--- src/rtl/gbfs_ram.sv ---
// generic single-write, single-read ram with registered read data
`default_nettype none

module gbfs_ram #(
   parameter int WIDTH = 8,
   parameter int DEPTH = 64
) (
   input  wire logic                     clock,
   input  wire logic                     wr_en,
   input  wire logic [$clog2(DEPTH)-1:0] wr_addr,
   input  wire logic [WIDTH-1:0]         wr_data,
   input  wire logic [$clog2(DEPTH)-1:0] rd_addr,
   output logic      [WIDTH-1:0]         rd_data
);

   logic [WIDTH-1:0] mem_ff [DEPTH];

   always_ff @(posedge clock) begin
      if (wr_en) begin
         mem_ff[wr_addr] <= wr_data;
      end
      rd_data <= mem_ff[rd_addr];
   end

endmodule

`default_nettype wire

--- config.mk ---
export PLATFORM = sky130hd
export DESIGN_NAME = gbfs_ram
export DESIGN_NICKNAME = d
export VERILOG_FILES = /design/src/rtl/gbfs_ram.sv
export SDC_FILE = /design/constraint.sdc
export NUM_CORES = 1
export LEC_CHECK = 0
export BUFFER_PORTS_ARGS = -buffer_cell sky130_fd_sc_hd__clkbuf_2
export CORE_MARGIN = 2
export CORE_UTILIZATION = 51
export DETAILED_ROUTE_END_ITERATION = 7
export PLACE_DENSITY = 0.66
export SLEW_MARGIN = 20
export SYNTH_ARGS = -nofsm -noshare
export SYNTH_HDL_FRONTEND = slang
export SYNTH_SLANG_ARGS = --single-unit
export TNS_END_PERCENT = 20
--- constraint.sdc ---
create_clock -name clock -period 1.6 [get_ports clock]
set_input_delay 0 -clock clock [delete_from_list [all_inputs] [get_ports clock]]
set_output_delay 0 -clock clock [all_outputs]
set_load 0.02 [all_outputs]
======== After elaboration in Yosys (flattened, before gate mapping) ========
Memories as Yosys holds them, arrays and structs flattened. A register that Yosys moved wholly into a read port is not among the register bits.
Index checks and enable logic that the tools add are counted.
operators by class
  reductions and logical operators ........ 0
  $add $sub $neg .......................... 0
  div/mod/pow operators ................... 0
  bitwise gates (word level) .............. 0
  shifts and indexed selects .............. 0
  mux-type cells .......................... 2
  equality and inequality tests ........... 0
  $mul .................................... 0
  $lt $le $gt $ge ......................... 0
operator list
  operator  count
  $mux W1   2
storage, ports and cells
  ROM bits ................................ 0
  register bits after elaboration ......... 0
  memory bits (writable) .................. 512
  bits in latches ......................... 0
  logic and storage cells ................. 3
  bits of input ports ..................... 22
  memories ................................ 1
  output and inout bits ................... 8
memory list
  name    words  width  read ports  clocked after memory_dff  write ports  RTL line  text
  mem_ff  64     8      1           1                         1            16        logic [WIDTH-1:0] mem_ff [DEPTH];

======== Depth between registers and ports, before layout ========
  depth after elaboration ................. 2
  mapped depth ............................ 9
  gate-level depth less buffers ........... 5

======== Least setup slack after synthesis ========
Ideal clock, no wire load.
  path kind ............................... flip-flop to flip-flop
  start point ............................. memory mem_ff[29][4]
  end point ............................... register rd_data[4], read port of mem_ff
  stages on the path, launching flop included .. 6
  data arrival time ....................... 1.560 ns
  slack ................................... -0.092 ns
  library setup time ...................... 0.132 ns
  cells stage by stage .................... edfxtp_1 > mux4_2 > mux2_2 > o221a_2 > nor3_1 > o32ai_1
RTL lines
  item             RTL line  text
  start, declared  16
  end, declared    13        output logic [WIDTH-1:0] rd_data

==> reports/results.env <==
OUTCOME='finished with violations'
FAILED_CHECKS='setup timing'
CTS_TREE='done'
REPORT.FINAL.SLEW_VIOL_COUNT=0
ACHIEVABLE-FREQUENCY_MHz=543
NFILLCELLS=2698
WIRE_PER_INST_UM=26.0
WORST_PATH_CLASS_SETUP='reg -> reg'
AREA_CONTRIBUTORS_POST_SYNTH='edfxtp_1 76%, mux4_2 14%, nor2_1 1.5%'
TRACK_USAGE_PCT=22.2
HOLD_VIOL=0
IRDROPWORSTVDD_V=0.000841
SETUP_VIOL_COUNT_FINAL=8
YS.FLOP_TYPE='edfxtp_1'
START_KIND='flip-flop'
BUFFER_PORTS.INSERTED=29
SYNTH-ASYNC-RESET-RATIO_PCT=0
ARRIVAL_NS=2.31
CORE.ROWCOUNT=72
SYNTH_ENABLE_FLOP_CELLS=512
ANTENNA_CELLS=0
INSERTION_DELAY_NS=0.59
INITIAL_UTILIZATION_PCT=51.9
GLOBAL_ROUTE.USAGE.MET3_PCT=4.80
NUMCLOCKSINKS=520
SHARE_OF_YOSYS_CELL_AREA_CLAIMED_BY_THE_TOP_AREA_CELL_TYPE_PCT=76.2
TIMING.FINAL.CRIT_SHARE_PCT=115
CTS-ROOT-BUF='clkbuf_16'
WORSTMARGINPINSLEW_NS=0.752
GLOBAL_ROUTE.PEAK_USAGE_LAYER='met2'
GRT_USE_MET2_PCT=34.5
YOSYSSEQAREASHARE_PCT=77.0
POST_DRT_VIA_CELL_RATIO=5.88
DIE_OUTLINE_AREA_UM2=41200
TNS_NS=-1.48
CELL_AREA_SYNTH_UM2=20200
SYNTH_NET_COUNT=962
POST-ROUTE-DRC-COUNT=0
ANTENNA_FOUND_INITIAL=1
DETAILEDROUTE.FIRSTPASSITERATIONCOUNT=5
GR-TOTAL-OVERFLOW=0
SYNTH_LARGEST_AREA_CELL='edfxtp_1'
MIN_PATH_TYPE='in -> reg'
DRIVE_GT1_SHARE_PCT=36.0
MAXSLEWHEADROOM_PCT=49.9
DRT.ANTENNA.VIOLATING_NETS=0
SEQ_AREA_UM2=15500
CRIT_PATH_END_KIND='flip-flop'
PWR_DENSITY_CELL_nW_PER_UM2=1190
YOSYS_REGISTER_BITS=520
YOSYSUNIQUECELLTYPES=40
POST-DP-HPWL_MM=28.1
TOTAL_POWER_mW=28.5
PERIOD_NEEDED_NS=1.84
GROWTH_OF_DESIGN_AREA_FROM_SYNTHESIS_TO_FINISH_PCT=18.6
SYN-INSTANCE-COUNT=940
DIE_WIDTH_UM=203
FINAL_NET_COUNT=1160
DRT-INITIAL-DRC-COUNT=934
FIRST_GLOBAL_VIAS=10297
LARGEST_NET_DEGREE_AT_THE_START_OF_GLOBAL_ROUTING=65
VIAS_POST_DR=9982
POWER.STATIC_LEAKAGE_nW=7.84
HTREEDEPTH=2
HEIGHT_OF_THE_DIE_UM=203
CLKSLEWWORSTSETUPHOLDPATHS_NS=0.06
FINAL_LAYOUT_WORST_HOLD_SLACK_NS=0.0418
GROUTE.LAYER.MET1.USAGE_PCT=32.0
CRITICAL_PATH_REQUIRED_NS=2.07
CTS_BUFFER_DEPTH=3
GP_ROUTABILITY_CONGESTION=0.821
FINAL_ROUTED_WIRELENGTH_MM=44.1
YOSYS_WARNINGS=0
GRT_FIRST_PASS_WIRELENGTH_MM=66.0
RSZ0062_AT_GRT='true'
FINALWORSTSETUPSLACK_NS=-0.242
NUMBER_OF_BUFFERS_ADDED_BY_THE_CLOCK_TREE_SYNTHESIS_STEP=52
FINAL.SETUP_SKEW_NS=0.0236
CORE_AREA_UM2=38800
WORST-PATH-MAX-FANOUT=1
SYN_AVG_CELL_AREA_UM2=21.5
MAXCAPVIOLATIONS=0
IO_PINS=30
MULTI_INPUT_AREA_UM2=4440
-- path summary, 6_finish.rpt --
path / startpoint / end / slack, ns / depth (start not counted)
setup / recovery: mem_ff[3][0] / rd_data[0] / -0.24 / 5
hold / removal: wr_data[1] / mem_ff[61][1] / 0.04 / 1
setup reg to reg: mem_ff[3][0] / rd_data[0] / -0.24 / 5
hold reg to reg: mem_ff[30][4] / rd_data[4] / 0.85 / 3
-- final cells by class --
cell class | instances | share of cell area, %
well taps | 518 | 2.71
multi-input cells | 369 | 18.6
flip-flops and latches | 520 | 65.0
clock buffers | 76 | 6.37
clock inverters | 19 | 0.623
repair buffers | 195 | 6.75
-- power by group --
group          internal (mW)  leakage [nW]  total, mW  switching [mW]
clock network           6.89         0.816       11.8            4.87
registers               15.1          4.67       15.1          0.0479
logic                  0.713          2.35       1.65           0.939
total                   22.7          7.84       28.5            5.85
-- logic make-up (layout without fill, tap and decap cells) --
group | after synthesis | after routing | share of synthesized area (%)
flip-flops | 520 | 520 | 77.0
multiplexers | 162 | 162 | 15.9
AND/OR/NAND/NOR | 153 | 153 | 3.39
AO/OA/AOI/OAI | 54 | 54 | 2.07
buffers and inverters | 51 | 290 | 1.57
-- routing by layer --
layer	part of all wire, %	vias up
met3	7.8	80
li1	-	4315
met1	42	5220
met5	0.029	-
met4	2.7	2
met2	48	365
-- sequential cells by signal, summed over array words and instances, names as in the netlist --
register / flops
mem_ff: 512
rd_data: 8
-- cells in the mapped netlist (2+ instances only) --
master     count
a2111oi_0      2
a211oi_1       4
a21oi_1        3
a221oi_1       6
a22oi_1        3
buf_1          4
buf_12         2
buf_2         11
buf_4         13
buf_6          4
clkbuf_1      17
dfxtp_1        8
edfxtp_1     512
mux2_2        13
mux2i_1       23
mux4_2       126
nand2_1       19
nand2b_1       7
nand3_1       13
nand3b_1       3
nand4_1        2
nor2_1        83
nor2b_1       14
nor3_1         7
nor4_1         2
o2111ai_1      3
o21a_1         2
o21ai_0        2
o21ai_1        2
o221a_2        2
o221ai_1       8
o22ai_1        8
o2bb2ai_1      3
o32ai_1        2
o41ai_1        2
-- worst max-delay path: stages (launching register included) --
cell and delay (ns):
edfxtp_1 0.36, mux4_2 0.52, mux4_2 0.53, nor2_4 0.13, nor3_2 0.05, o2bb2ai_1 0.14
-- metrics by stage --
step | std cells | area (µm²) | setup WS (ns) | utilization [%]
after global placement | 1600 | 22100 | -0.507 | 57.0
after floorplan | 940 | 20200 | -0.0502 | -
after detailed placement | 1600 | 22100 | -0.527 | 57.0
after global routing | 1697 | 23900 | -0.286 | 61.6
after CTS | 1697 | 23900 | -0.253 | 61.5
final | 1697 | 23900 | -0.242 | 61.6
-- layout by cell type, fill, tap and decap left out, drive strengths merged, types with 3 or more instances in the layout --
cell type and n:
dfxtp 8, edfxtp 512, nand2b 7, clkbuf 103, nand2 19, buf 166
o2bb2ai 3, o2111ai 3, nor2b 14, clkinv 14, o22ai 8, nor2 83
o21ai 4, mux4 126, clkinvlp 3, nand3 13, a22oi 3, mux2 13
nand3b 3, a211oi 4, mux2i 23, nor3 7, a221oi 6, a21oi 3
o221ai 8
-- repair_timing --
item,in CTS,in global routing
endpoints found under the hold margin,67,0
resized for setup,17,5
buffers inserted,0,0
pin swaps,5,1
hold buffers,2,0
setup endpoints to repair,8,8
(Power assumes the default switching activity.)
